`src/rtl/core/brr_pkg.sv`:
```
// Package for the bidi run reorder unit: sizes, sequencer states, datapath
// operations and the command and status structs between controller and datapath.
// Depends on nothing.
package brr_pkg;

    localparam int MAX_SPANS   = 64;
    localparam int POS_W       = $clog2(MAX_SPANS);
    localparam int CNT_W       = $clog2(MAX_SPANS + 1);
    localparam int LEVEL_W     = 7;
    localparam int INDEX_W     = 16;
    localparam int ENTRY_W     = LEVEL_W + POS_W;
    localparam int IN_TDATA_W  = 24;
    localparam int OUT_TDATA_W = 16;

    typedef enum logic [4:0] {
        S_LOAD,
        S_FIRST,
        S_START,
        S_READ_NEXT,
        S_EVAL,
        S_BACK,
        S_BACK_CHK,
        S_DROP,
        S_REV,
        S_SWAP_LO,
        S_SWAP_HI,
        S_ADV,
        S_OUT_RD,
        S_OUT_FILL,
        S_OUT_SEND
    } state_t;

    typedef enum logic [3:0] {
        OP_NONE,
        OP_LOAD,
        OP_READ_FIRST,
        OP_START_WALK,
        OP_READ_NEXT,
        OP_EVAL_NEXT,
        OP_BACK,
        OP_BACK_CHK,
        OP_DROP,
        OP_REV,
        OP_SWAP_LO,
        OP_SWAP_HI,
        OP_ADVANCE,
        OP_OUT_READ,
        OP_OUT_FILL,
        OP_OUT_SEND
    } op_t;

    typedef struct packed {
        op_t op;
    } cmd_t;

    typedef struct packed {
        logic count_zero;
        logic fall;
        logic rs_zero;
        logic back_lt;
        logic rev_odd;
        logic prev_gt_next;
        logic rev_more;
        logic still_fall;
        logic walk_done;
        logic out_taken;
        logic out_last;
    } status_t;

endpackage

```
`src/rtl/core/brr_ctrl.sv`:
```
// Sequencer of the bidi run reorder unit: load, level walk, reversal and output.
// Depends on brr_pkg; drives the datapath brr_datapath through cmd_t.
module brr_ctrl (
    input  logic             clk,
    input  logic             rst_n,
    input  logic             in_valid,
    input  logic             in_last,
    output logic             in_ready,
    input  brr_pkg::status_t status,
    output brr_pkg::cmd_t    cmd
);
    import brr_pkg::*;

    state_t state_reg;
    state_t state_next;

    always_ff @(posedge clk or negedge rst_n)
    begin
        if (!rst_n)
        begin
            state_reg <= S_LOAD;
        end
        else
        begin
            state_reg <= state_next;
        end
    end

    always_comb
    begin
        state_next = state_reg;
        case (state_reg)
            S_LOAD:
            begin
                if (in_valid && in_last)
                begin
                    state_next = status.count_zero ? S_OUT_RD : S_FIRST;
                end
            end
            S_FIRST:     state_next = S_START;
            S_START:     state_next = S_READ_NEXT;
            S_READ_NEXT: state_next = S_EVAL;
            S_EVAL:      state_next = status.fall ? S_BACK : S_ADV;
            S_BACK:      state_next = status.rs_zero ? S_DROP : S_BACK_CHK;
            S_BACK_CHK:  state_next = status.back_lt ? S_DROP : S_BACK;
            S_DROP:
            begin
                if (status.rev_odd)
                begin
                    state_next = S_REV;
                end
                else
                begin
                    state_next = status.prev_gt_next ? S_BACK : S_ADV;
                end
            end
            S_REV:
            begin
                if (status.rev_more)
                begin
                    state_next = S_SWAP_LO;
                end
                else
                begin
                    state_next = status.still_fall ? S_BACK : S_ADV;
                end
            end
            S_SWAP_LO:   state_next = S_SWAP_HI;
            S_SWAP_HI:   state_next = S_REV;
            S_ADV:       state_next = status.walk_done ? S_OUT_RD : S_READ_NEXT;
            S_OUT_RD:    state_next = S_OUT_FILL;
            S_OUT_FILL:  state_next = S_OUT_SEND;
            S_OUT_SEND:
            begin
                if (status.out_taken)
                begin
                    state_next = status.out_last ? S_LOAD : S_OUT_RD;
                end
            end
            default:     state_next = S_LOAD;
        endcase
    end

    always_comb
    begin
        in_ready = 1'b0;
        cmd.op   = OP_NONE;
        case (state_reg)
            S_LOAD:
            begin
                in_ready = 1'b1;
                cmd.op   = in_valid ? OP_LOAD : OP_NONE;
            end
            S_FIRST:     cmd.op = OP_READ_FIRST;
            S_START:     cmd.op = OP_START_WALK;
            S_READ_NEXT: cmd.op = OP_READ_NEXT;
            S_EVAL:      cmd.op = OP_EVAL_NEXT;
            S_BACK:      cmd.op = OP_BACK;
            S_BACK_CHK:  cmd.op = OP_BACK_CHK;
            S_DROP:      cmd.op = OP_DROP;
            S_REV:       cmd.op = OP_REV;
            S_SWAP_LO:   cmd.op = OP_SWAP_LO;
            S_SWAP_HI:   cmd.op = OP_SWAP_HI;
            S_ADV:       cmd.op = OP_ADVANCE;
            S_OUT_RD:    cmd.op = OP_OUT_READ;
            S_OUT_FILL:  cmd.op = OP_OUT_FILL;
            S_OUT_SEND:  cmd.op = OP_OUT_SEND;
            default:     cmd.op = OP_NONE;
        endcase
    end

endmodule

```
`src/rtl/core/brr_datapath.sv`:
```
// Datapath of the bidi run reorder unit: span memory of {level, order} entries,
// walk registers, level compares and the output register.
// Depends on brr_pkg; controlled by brr_ctrl.
module brr_datapath (
    input  logic                         clk,
    input  logic                         rst_n,
    input  brr_pkg::cmd_t                cmd,
    input  logic [brr_pkg::LEVEL_W-1:0]  in_level,
    input  logic [brr_pkg::INDEX_W-1:0]  in_base,
    input  logic                         out_ready,
    output brr_pkg::status_t             status,
    output logic [brr_pkg::INDEX_W-1:0]  out_data,
    output logic                         out_last,
    output logic                         out_valid
);
    import brr_pkg::*;

    // Each entry holds the level of the span at that visual position and its
    // local logical position, so both move together when a stretch is reversed.
    logic [ENTRY_W-1:0] entry_mem [MAX_SPANS];
    logic [ENTRY_W-1:0] rd_a_reg;
    logic [ENTRY_W-1:0] rd_b_reg;

    logic               wr_en;
    logic [POS_W-1:0]   wr_addr;
    logic [ENTRY_W-1:0] wr_data;
    logic               rd_a_en;
    logic [POS_W-1:0]   rd_a_addr;
    logic               rd_b_en;
    logic [POS_W-1:0]   rd_b_addr;

    logic [CNT_W-1:0]   count_reg, count_next;
    logic [INDEX_W-1:0] base_reg, base_next;
    logic [CNT_W-1:0]   i_reg, i_next;
    logic [CNT_W-1:0]   rs_reg, rs_next;
    logic [CNT_W-1:0]   lo_reg, lo_next;
    logic [CNT_W-1:0]   hi_reg, hi_next;
    logic [CNT_W-1:0]   k_reg, k_next;
    logic [LEVEL_W-1:0] cur_reg, cur_next;
    logic [LEVEL_W-1:0] nxt_reg, nxt_next;
    logic [LEVEL_W-1:0] prev_reg, prev_next;
    logic [INDEX_W-1:0] out_data_reg, out_data_next;
    logic               out_last_reg, out_last_next;
    logic               out_valid_reg, out_valid_next;

    logic [LEVEL_W-1:0] rd_a_level;
    logic [POS_W-1:0]   rd_a_order;
    logic [CNT_W-1:0]   i_plus1;
    logic [CNT_W-1:0]   rs_minus1;
    logic [CNT_W-1:0]   hi_minus1;
    logic [CNT_W-1:0]   k_plus1;
    logic [LEVEL_W-1:0] next_val;
    logic [LEVEL_W-1:0] d1;
    logic [LEVEL_W-1:0] d2;
    logic [LEVEL_W-1:0] d_min;
    logic               has_next;

    assign rd_a_level = rd_a_reg[ENTRY_W-1 -: LEVEL_W];
    assign rd_a_order = rd_a_reg[POS_W-1:0];
    assign i_plus1    = i_reg + CNT_W'(1);
    assign rs_minus1  = rs_reg - CNT_W'(1);
    assign hi_minus1  = hi_reg - CNT_W'(1);
    assign k_plus1    = k_reg + CNT_W'(1);
    assign has_next   = (i_plus1 < count_reg);
    assign next_val   = has_next ? rd_a_level : '0;
    assign d1         = cur_reg - nxt_reg;
    assign d2         = cur_reg - prev_reg;
    assign d_min      = (d1 < d2) ? d1 : d2;

    assign status.count_zero   = (count_reg == '0);
    assign status.fall         = (cur_reg > next_val);
    assign status.rs_zero      = (rs_reg == '0);
    assign status.back_lt      = (rd_a_level < cur_reg);
    assign status.rev_odd      = d_min[0];
    assign status.prev_gt_next = (prev_reg > nxt_reg);
    assign status.rev_more     = ((lo_reg + CNT_W'(1)) < hi_reg);
    assign status.still_fall   = (cur_reg > nxt_reg);
    assign status.walk_done    = (i_plus1 == count_reg);
    assign status.out_taken    = out_valid_reg && out_ready;
    assign status.out_last     = out_last_reg;

    assign out_data  = out_data_reg;
    assign out_last  = out_last_reg;
    assign out_valid = out_valid_reg;

    always_comb
    begin
        wr_en          = 1'b0;
        wr_addr        = '0;
        wr_data        = '0;
        rd_a_en        = 1'b0;
        rd_a_addr      = '0;
        rd_b_en        = 1'b0;
        rd_b_addr      = '0;
        count_next     = count_reg;
        base_next      = base_reg;
        i_next         = i_reg;
        rs_next        = rs_reg;
        lo_next        = lo_reg;
        hi_next        = hi_reg;
        k_next         = k_reg;
        cur_next       = cur_reg;
        nxt_next       = nxt_reg;
        prev_next      = prev_reg;
        out_data_next  = out_data_reg;
        out_last_next  = out_last_reg;
        out_valid_next = out_valid_reg;
        case (cmd.op)
            OP_LOAD:
            begin
                k_next = '0;
                if (count_reg == '0)
                begin
                    base_next = in_base;
                end
                if (count_reg < CNT_W'(MAX_SPANS))
                begin
                    wr_en      = 1'b1;
                    wr_addr    = count_reg[POS_W-1:0];
                    wr_data    = {in_level, count_reg[POS_W-1:0]};
                    count_next = count_reg + CNT_W'(1);
                end
            end
            OP_READ_FIRST:
            begin
                rd_a_en = 1'b1;
            end
            OP_START_WALK:
            begin
                cur_next = rd_a_level;
                i_next   = '0;
                rs_next  = '0;
            end
            OP_READ_NEXT:
            begin
                rd_a_en   = 1'b1;
                rd_a_addr = i_plus1[POS_W-1:0];
            end
            OP_EVAL_NEXT:
            begin
                nxt_next = next_val;
                if (cur_reg < next_val)
                begin
                    cur_next = next_val;
                    rs_next  = i_plus1;
                end
            end
            OP_BACK:
            begin
                if (rs_reg == '0)
                begin
                    prev_next = '0;
                end
                else
                begin
                    rs_next   = rs_minus1;
                    rd_a_en   = 1'b1;
                    rd_a_addr = rs_minus1[POS_W-1:0];
                end
            end
            OP_BACK_CHK:
            begin
                if (rd_a_level < cur_reg)
                begin
                    prev_next = rd_a_level;
                    rs_next   = rs_reg + CNT_W'(1);
                end
            end
            OP_DROP:
            begin
                cur_next = (prev_reg > nxt_reg) ? prev_reg : nxt_reg;
                lo_next  = rs_reg;
                hi_next  = i_plus1;
            end
            OP_REV:
            begin
                rd_a_en   = 1'b1;
                rd_a_addr = lo_reg[POS_W-1:0];
                rd_b_en   = 1'b1;
                rd_b_addr = hi_minus1[POS_W-1:0];
            end
            OP_SWAP_LO:
            begin
                wr_en   = 1'b1;
                wr_addr = lo_reg[POS_W-1:0];
                wr_data = rd_b_reg;
            end
            OP_SWAP_HI:
            begin
                wr_en   = 1'b1;
                wr_addr = hi_minus1[POS_W-1:0];
                wr_data = rd_a_reg;
                lo_next = lo_reg + CNT_W'(1);
                hi_next = hi_minus1;
            end
            OP_ADVANCE:
            begin
                i_next = i_plus1;
            end
            OP_OUT_READ:
            begin
                rd_a_en   = 1'b1;
                rd_a_addr = k_reg[POS_W-1:0];
            end
            OP_OUT_FILL:
            begin
                out_data_next  = base_reg + INDEX_W'(rd_a_order);
                out_last_next  = (k_plus1 == count_reg);
                out_valid_next = 1'b1;
            end
            OP_OUT_SEND:
            begin
                if (out_valid_reg && out_ready)
                begin
                    out_valid_next = 1'b0;
                    k_next         = k_plus1;
                    if (out_last_reg)
                    begin
                        count_next = '0;
                    end
                end
            end
            default:
            begin
            end
        endcase
    end

    always_ff @(posedge clk)
    begin
        if (wr_en)
        begin
            entry_mem[wr_addr] <= wr_data;
        end
        if (rd_a_en)
        begin
            rd_a_reg <= entry_mem[rd_a_addr];
        end
        if (rd_b_en)
        begin
            rd_b_reg <= entry_mem[rd_b_addr];
        end
    end

    always_ff @(posedge clk or negedge rst_n)
    begin
        if (!rst_n)
        begin
            count_reg     <= '0;
            base_reg      <= '0;
            out_valid_reg <= 1'b0;
        end
        else
        begin
            count_reg     <= count_next;
            base_reg      <= base_next;
            out_valid_reg <= out_valid_next;
        end
    end

    always_ff @(posedge clk)
    begin
        i_reg        <= i_next;
        rs_reg       <= rs_next;
        lo_reg       <= lo_next;
        hi_reg       <= hi_next;
        k_reg        <= k_next;
        cur_reg      <= cur_next;
        nxt_reg      <= nxt_next;
        prev_reg     <= prev_next;
        out_data_reg <= out_data_next;
        out_last_reg <= out_last_next;
    end

endmodule

```
`src/rtl/core/bidi_run_reorder_unit.sv`:
```
// Bidi run reorder unit: one line is in work at a time. Its spans load at one per
// cycle while the unit waits for input; the request marked last starts the reorder
// walk, or the output for a one-span line. The walk steps over spans, back over runs
// and swaps pairs, bound by the two-port span memory; results leave one at a time.
// Asynchronous active-low reset clears the control state; memory is not cleared.
module bidi_run_reorder_unit (
    input  logic                            clk,
    input  logic                            rst_n,
    input  logic                            s_axis_tvalid,
    output logic                            s_axis_tready,
    // Fields from bit 0: level[6:0], base_index[22:7], zero fill [23].
    input  logic [brr_pkg::IN_TDATA_W-1:0]  s_axis_tdata,
    input  logic                            s_axis_tlast,
    output logic                            m_axis_tvalid,
    input  logic                            m_axis_tready,
    // Fields from bit 0: span_index[15:0].
    output logic [brr_pkg::OUT_TDATA_W-1:0] m_axis_tdata,
    output logic                            m_axis_tlast
);
    import brr_pkg::*;

    cmd_t    cmd;
    status_t status;

    brr_ctrl u_ctrl (
        .clk      (clk),
        .rst_n    (rst_n),
        .in_valid (s_axis_tvalid),
        .in_last  (s_axis_tlast),
        .in_ready (s_axis_tready),
        .status   (status),
        .cmd      (cmd)
    );

    brr_datapath u_datapath (
        .clk       (clk),
        .rst_n     (rst_n),
        .cmd       (cmd),
        .in_level  (s_axis_tdata[LEVEL_W-1:0]),
        .in_base   (s_axis_tdata[LEVEL_W +: INDEX_W]),
        .out_ready (m_axis_tready),
        .status    (status),
        .out_data  (m_axis_tdata),
        .out_last  (m_axis_tlast),
        .out_valid (m_axis_tvalid)
    );

endmodule
```
`config.mk`:
```
export PLATFORM = sky130hd
export DESIGN_NAME = bidi_run_reorder_unit
export DESIGN_NICKNAME = d
export VERILOG_FILES = /design/src/rtl/core/brr_pkg.sv /design/src/rtl/core/brr_ctrl.sv /design/src/rtl/core/brr_datapath.sv /design/src/rtl/core/bidi_run_reorder_unit.sv
export SDC_FILE = /design/constraint.sdc
export NUM_CORES = 2
export LEC_CHECK = 0
export BUFFER_PORTS_ARGS = -buffer_cell sky130_fd_sc_hd__buf_2
export CAP_MARGIN = 20
export CORE_UTILIZATION = 45
export CTS_CLUSTER_DIAMETER = 30
export DETAILED_ROUTE_END_ITERATION = 8
export PLACE_DENSITY = 0.64
export SLEW_MARGIN = 20
export SYNTH_ARGS = -nofsm -noshare
export SYNTH_HDL_FRONTEND = slang
export SYNTH_SLANG_ARGS = --single-unit
```
`constraint.sdc`:
```
create_clock -name clk -period 5 [get_ports clk]
set_clock_uncertainty 0.1 [all_clocks]
set_input_delay 1 -clock clk [delete_from_list [all_inputs] [get_ports clk]]
set_output_delay 1 -clock clk [all_outputs]
set_load 0.005 [all_outputs]
```
==> After elaboration in Yosys (flattened, before gate mapping) <==
Memory sizes are Yosys's and may differ from the RTL's. A register that Yosys moved wholly into a read port is not among the register bits.
Index checks and enable logic that the tools add are counted.
{ "op_classes": {"eq_ne": 40, "muxes": 53, "n_reduce_logical": 22, "div": 0, "n_lt_le_gt_ge": 9, "n_bitwise": 0, "n_addsub": 10, "shift": 0, "mul": 0} }
{ "op_table": {"columns": ["operator", "count"], "rows": [
  ["$mux 7", 12],
  ["$pmux 7 s2", 6],
  ["$pmux 5 s15", 1],
  ["$pmux 4 s15", 1],
  ["$pmux 13 s3", 1],
  ["$add 7x1->7 const B", 5],
  ["$eq 5x4->1 const B", 7],
  ["$lt 7x7->1", 5],
  ["$eq 4x4->1 const B", 8],
  ["$pmux 7 s4", 1],
  ["$mux 4", 6],
  ["$pmux 6 s4", 1],
  ["$gt 7x7->1", 3],
  ["$pmux 7 s3", 1],
  ["$eq 5x3->1 const B", 4],
  ["$mux 5", 4],
  ["$mux 6", 3],
  ["$pmux 6 s3", 1],
  ["$add 16x6->16", 1],
  ["$eq 4x3->1 const B", 4],
  ["$eq 7x7->1", 2],
  ["$logic_not 7->1", 2],
  ["$sub 7x1->7 const B", 2],
  ["$sub 7x7->7", 2],
  ["21 further kinds", 51]
]} }
{ "word_totals": {"rom_bits": 0, "out_inout_bits": 19, "latchBits": 0, "elab_cells": 149, "inputBits": 29, "n_memories": 1, "ff_bits": 102, "ram_bits": 832} }
{ "mem_list": {"columns": ["memory", "depth", "width", "read_ports", "rd_ports_with_merged_regs", "wr", "line_no", "rtl"], "rows": [
  ["u_datapath.entry_mem", 64, 13, 2, 2, 1, "brr_datapath.sv:20", "logic [ENTRY_W-1:0] entry_mem [MAX_SPANS];"]
]} }

==> Logic depth before layout (Yosys ltp) <==
{ "logic_depth": {"depth_word": 7, "depth_mapped": 20, "depth_no_buf": 20} }

==> Modules after synthesis <==
From an unflattened synthesis, not the netlist that was laid out.
{ "hier_totals": {"cells_unflattened": 4344, "hier_area_um2": 49266.0} }
{ "by_module_without_submodules": {"columns": ["mod", "area_each_um2", "n_inst", "cells_each", "seq_area_each_um2"], "rows": [
  ["brr_datapath", 48759.3, 1, 4276, 28557.4],
  ["brr_ctrl", 506.7, 1, 68, 100.1]
]} }

==> Worst setup path before layout <==
Ideal clock, no wire load.
{ "synth_path": {"path_type": "register -> register", "startpoint": "register u_datapath.i_reg[0]", "endpoint": "register u_datapath.rs_reg[0], enable pin", "path_slack_ns": 0.510, "synth_period_minus_slack_ns": 4.490, "path_buffers": 0, "t_required_ns": 4.520, "stages_incl_launch_ff": 19, "setup_time_ns": 0.380, "arrival_time_ns": 4.010, "path_cell_list": "edfxtp_1 -> ha_1 -> nand3_1 -> xor2_1 -> inv_1 -> ha_1 -> a21oi_1 -> nor2b_1 -> o21ai_0 -> o21ai_0 -> nor2_1 -> nand2_1 -> ha_1 -> a21o_1 -> a21o_1 -> a211oi_1 -> mux2_2 -> a21oi_1 -> nor3_1"} }
{ "synth_via": {"elab_chain_len": 6} }
{ "synth_rtl": {"columns": ["element", "line_no", "rtl"], "rows": [
  ["start: declaration", "brr_datapath.sv:34", "logic [CNT_W-1:0] i_reg, i_next;"],
  ["start signal: assignment", "brr_datapath.sv:263", "i_reg <= i_next;"],
  ["$add 7x1->7", "brr_datapath.sv:60", "assign i_plus1 = i_reg + CNT_W'(1);"],
  ["named net u_datapath.i_plus1[4]", "brr_datapath.sv:48", "logic [CNT_W-1:0] i_plus1;"],
  ["$lt 7x7->1", "brr_datapath.sv:64", "assign has_next = (i_plus1 < count_reg);"],
  ["$mux 7", "brr_datapath.sv:65", "assign next_val = has_next ? rd_a_level : '0;"],
  ["$lt 7x7->1", "brr_datapath.sv:142", "if (cur_reg < next_val)"],
  ["$ne 2x1->1 (no source line)", null, null],
  ["$reduce_and 4->1 (no source line)", null, null],
  ["end signal: assignment", "brr_datapath.sv:264", "rs_reg <= rs_next;"],
  ["end: declaration", "brr_datapath.sv:35", "logic [CNT_W-1:0] rs_reg, rs_next;"]
]} }
The timed path passes the listed nets, and every way through them passes these cells.
A chain may end at the register's enable or synchronous reset.

==> Final worst setup path <==
{ "layout_path": {"startpoint": "register u_ctrl.state_reg[2]", "endpoint": "register u_datapath.rd_a_reg[7], read port of u_datapath.entry_mem (data pin)"} }
{ "layout_via": {"elab_chain_len": 5, "word_cells_on_any_way": 24, "classes_between": "eq/ne: 19; mux: 3; reduce/logical: 2"} }
{ "layout_rtl": {"columns": ["element", "line_no", "rtl"], "rows": [
  ["start: declaration", "brr_ctrl.sv:14", "state_t state_reg;"],
  ["start signal: assignment", "brr_ctrl.sv:25", "state_reg <= state_next;"],
  ["$eq 5x4->1, or another cell as far along", "brr_ctrl.sv:88", "case (state_reg)"],
  ["$pmux 4 s15 *", "brr_ctrl.sv:88", null],
  ["$eq 4x2->1, or another cell as far along", "brr_datapath.sv:108", "case (cmd.op)"],
  ["$reduce_or 4->1 (no source line)", null, null],
  ["$pmux 1 s2", "brr_datapath.sv:108", null],
  ["end: declaration", "brr_datapath.sv:21", "logic [ENTRY_W-1:0] rd_a_reg;"]
]} }
Mark *: on every way between the ends. The rest lies on a longest branch, timed or not.

==> metrics.md <==
| Metric | Value |
|---|---|
| Status | complete, but fails checks |
| Failing checks | design-rule violations |
| Total number of vias | between 30000 and 40000 |
| Overflow after GRT | 0 |
| # nets final | 3981 |
| First-pass GRT wire length | 228.7 mm |
| CP Max Fanout | 16 |
| Tot GR Track Use | between 20 and 30% |
| DR pass1 iterations | 8 |
| Ports | 48 |
| DR WL/cell | between 20 and 30 um |
| Mapped Nets | 3745 |
| Non-Filler Instances | 5448 |
| H-Tree Depth | 4 |
| Cts bufs inserted | 196 |
| Async set-or-reset flop fraction in the synthesized netlist | 2.920% |
| Worst Path Required | between 5 and 6 ns |
| Clock Path Buffers | 3 |
| Synth area leaders | edfxtp_1 (58%), mux4_2 (6.8%), nand2_1 (4.4%), mux2i_1 (4.0%), mux2_2 (1.9%) |
| IO Port Bufs | 46 |
| Post-CTS setup buffer count | 0 |
| RD Place Congestion | approximately 0.94 |
| CTS tree | built |
| Pin count of the biggest net entering global routing | approximately 120 |
| Rows | between 100 and 150 |
| Initial Util | around 45% |
| Clock slew at reported path FFs | 0.05 ns |
| IR drop worst, VDD | roughly 0.00036 V |
| Initial drt markers | roughly 4700 |
| Hold Buf Count CTS | 0 |
| Post-synth top cells | edfxtp_1 (931), nand2_1 (555), mux2i_1 (193) |
| Final Max Slew Viols | 0 |
| Syn Area/Cell | about 13 um2 |
| Max Cap Viol | 0 |
| Crit share post-route | 92.25% |
| RSZ-0062 raised after global routing | no |
| Most frequent cell after synthesis | edfxtp_1 |
| Post-Syn Instances | ~3600 |
| Sink Count | 959 |
| Reg-to-Reg End | u_datapath.rd_a_reg[7] |
| Die X | 328.1 um |
| Final min period | ~4.6 ns |
| Hold crit path type | input port to asynchronous set/reset pin |
| Hold Slack | around 0.18 ns |
| YS warnings | 0 |
| Worst relative slew slack | 17.79% |
| Slew @ Worst Pin | around 1.2 ns |
| Placed Instances | around 5100 |
| Layout cells sized above 1 | between 20% and 30% |
| Top cell type by total area after synthesis | edfxtp_1 |
| Cell Area, Synth | between 40000 and 50000 um2 |
| Die ar. | 107700 um2 |
| Sequential element share of the synthesized area | between 50% and 60% |
| Die extent in y | around 330 um |
| Setup TNS Final | 0 ns |
| Final HPWL DP | 98.55 mm |
| Number of synthesized flops with an enable pin | 931 |
| Element type at the critical path end | flip-flop |
| CORE AREA | around 110000 um2 |
| CTS Root Buffer Type | clkbuf_16 |
| Crit start category | flip-flop |
| Distinct cells, synth | 82 |
| FMAX | ~220 MHz |
| Drt total wl | about 160 mm |
| Reg-to-Reg Start | u_ctrl.state_reg[2] |
| Antenna violations before repair | 6 |
| Leakage | 0.01909 uW |
| Vias/cell | approximately 6.5 |
| Clk_lat worst skew | ~0.78 ns |
| Layout area overhead | 21.12% |
| Top cell type's share of synthesized area | between 50% and 60% |
| PwrDens | just under 400 nW/um2 |
| Final Hold Fails | 0 |
| Crit path kind | flip-flop to flip-flop |
| Flop2flop setup slack | slightly below 0.4 ns |
| Finish-stage setup viols | 0 |
| Max reg flops | 832 |
| Final ANT Viol Nets | 0 |
| Worst Reg-to-Reg Cells | 11 |
| Synth Flop Type | edfxtp_1 |
| DRC viols | 48 |
| CTS resizes | 0 |
| Synth Register Bits | about 960 |
| Crit path DAT | approximately 5 ns |
| Vias in the first global route | 34070 |
| Finished Core Util | 54.99% |
[logic make-up (layout without fill, tap and decap cells)]
family	count (synthesis)	count (layout)	share of synthesized area, %
and+or+nand+nor	1031	1031	9.706
DFF	959	959	59.88
AOI/OAI and AO/OA	770	770	11.40
muxes	417	417	12.72
buffers and inverters	341	747	3.359
adders and majority gates	70	70	1.877
xor gates and xnor gates	58	58	1.061
other	0	5	0
[report_power, final]
| part | switching [uW] | internal, uW |
|---|---|---|
| clock | 4460 | 9130 |
| sequential | 0 | 8700 |
| combinational | 11.4 | 7.74 |
| total | 4470 | 17800 |
[worst max-delay path by stage]
stage,startpoint,end,slack [ns]
after floorplan,u_datapath.i_reg[0],u_datapath.rs_reg[0],0.51
after global placement,u_datapath.i_reg[0],u_datapath.rs_reg[1],0.46
after detailed placement,u_datapath.i_reg[0],u_datapath.rs_reg[4],0.47
after CTS,u_datapath.i_reg[0],u_datapath.rs_reg[4],0.43
after global routing,u_datapath.i_reg[0],u_datapath.rs_reg[4],0.06
final,u_ctrl.state_reg[2],u_datapath.rd_a_reg[7],0.39
[stage by stage]
| step | power, uW | setup WS (ns) | area, um2 |
|---|---|---|---|
| floorplan | 8848 | 0.5096 | 47860 |
| global placement | 8867 | 0.4584 | 50950 |
| detailed placement | 8867 | 0.4682 | 50980 |
| CTS | 22380 | 0.4344 | 57950 |
| global route | 22780 | 0.05516 | 57960 |
| finish | 22320 | 0.3876 | 57970 |
[area by class of cell]
type | instances | area, um2
Fill cell | 8373 | 47450
Sequential cell | 959 | 28660
Multi-Input combinational cell | 2346 | 17750
Clock buffer | 228 | 5129
Timing Repair Buffer | 304 | 2550
Clock inverter | 140 | 1841
Tap cell | 1391 | 1740
Inverter | 75 | 286.5
Antenna cell | 5 | 12.51
[worst max-delay path, stage by stage (launching register included)]
cell,delay [ns]
dfrtp_1,0.70
buf_4,0.31
nor4bb_1,0.12
a2bb2oi_1,0.43
o21ai_4,0.33
buf_4,0.25
nor2_1,0.62
buf_4,0.29
a31o_1,0.14
a21oi_1,0.06
o32ai_1,0.84
a211oi_2,0.10
[metal layers]
metal | routed length (um) | GRT usage [%]
met1 | 58290 | 37.51
met3 | 19140 | 7.971
met4 | 8483 | 15.13
met5 | 44 | 0
met2 | 72140 | 44.99
[layout by cell type, fill, tap and decap left out, types with 30 or more instances in the layout]
master / instances
mux2i_1: 193
o21ai_0: 58
a311oi_1: 31
buf_2: 46
ha_1: 67
edfxtp_1: 931
nor2_1: 140
nor4_1: 32
a2111oi_0: 56
clkbuf_16: 199
bufinv_16: 34
mux4_2: 145
inv_1: 63
a21oi_1: 144
xnor2_1: 35
o22ai_1: 121
nand3_1: 82
o221ai_1: 40
nand2_1: 551
and3_1: 95
buf_4: 228
a211oi_1: 58
clkinv_1: 30
mux2_2: 79
nor2b_1: 37
(Power assumes the default switching activity.)
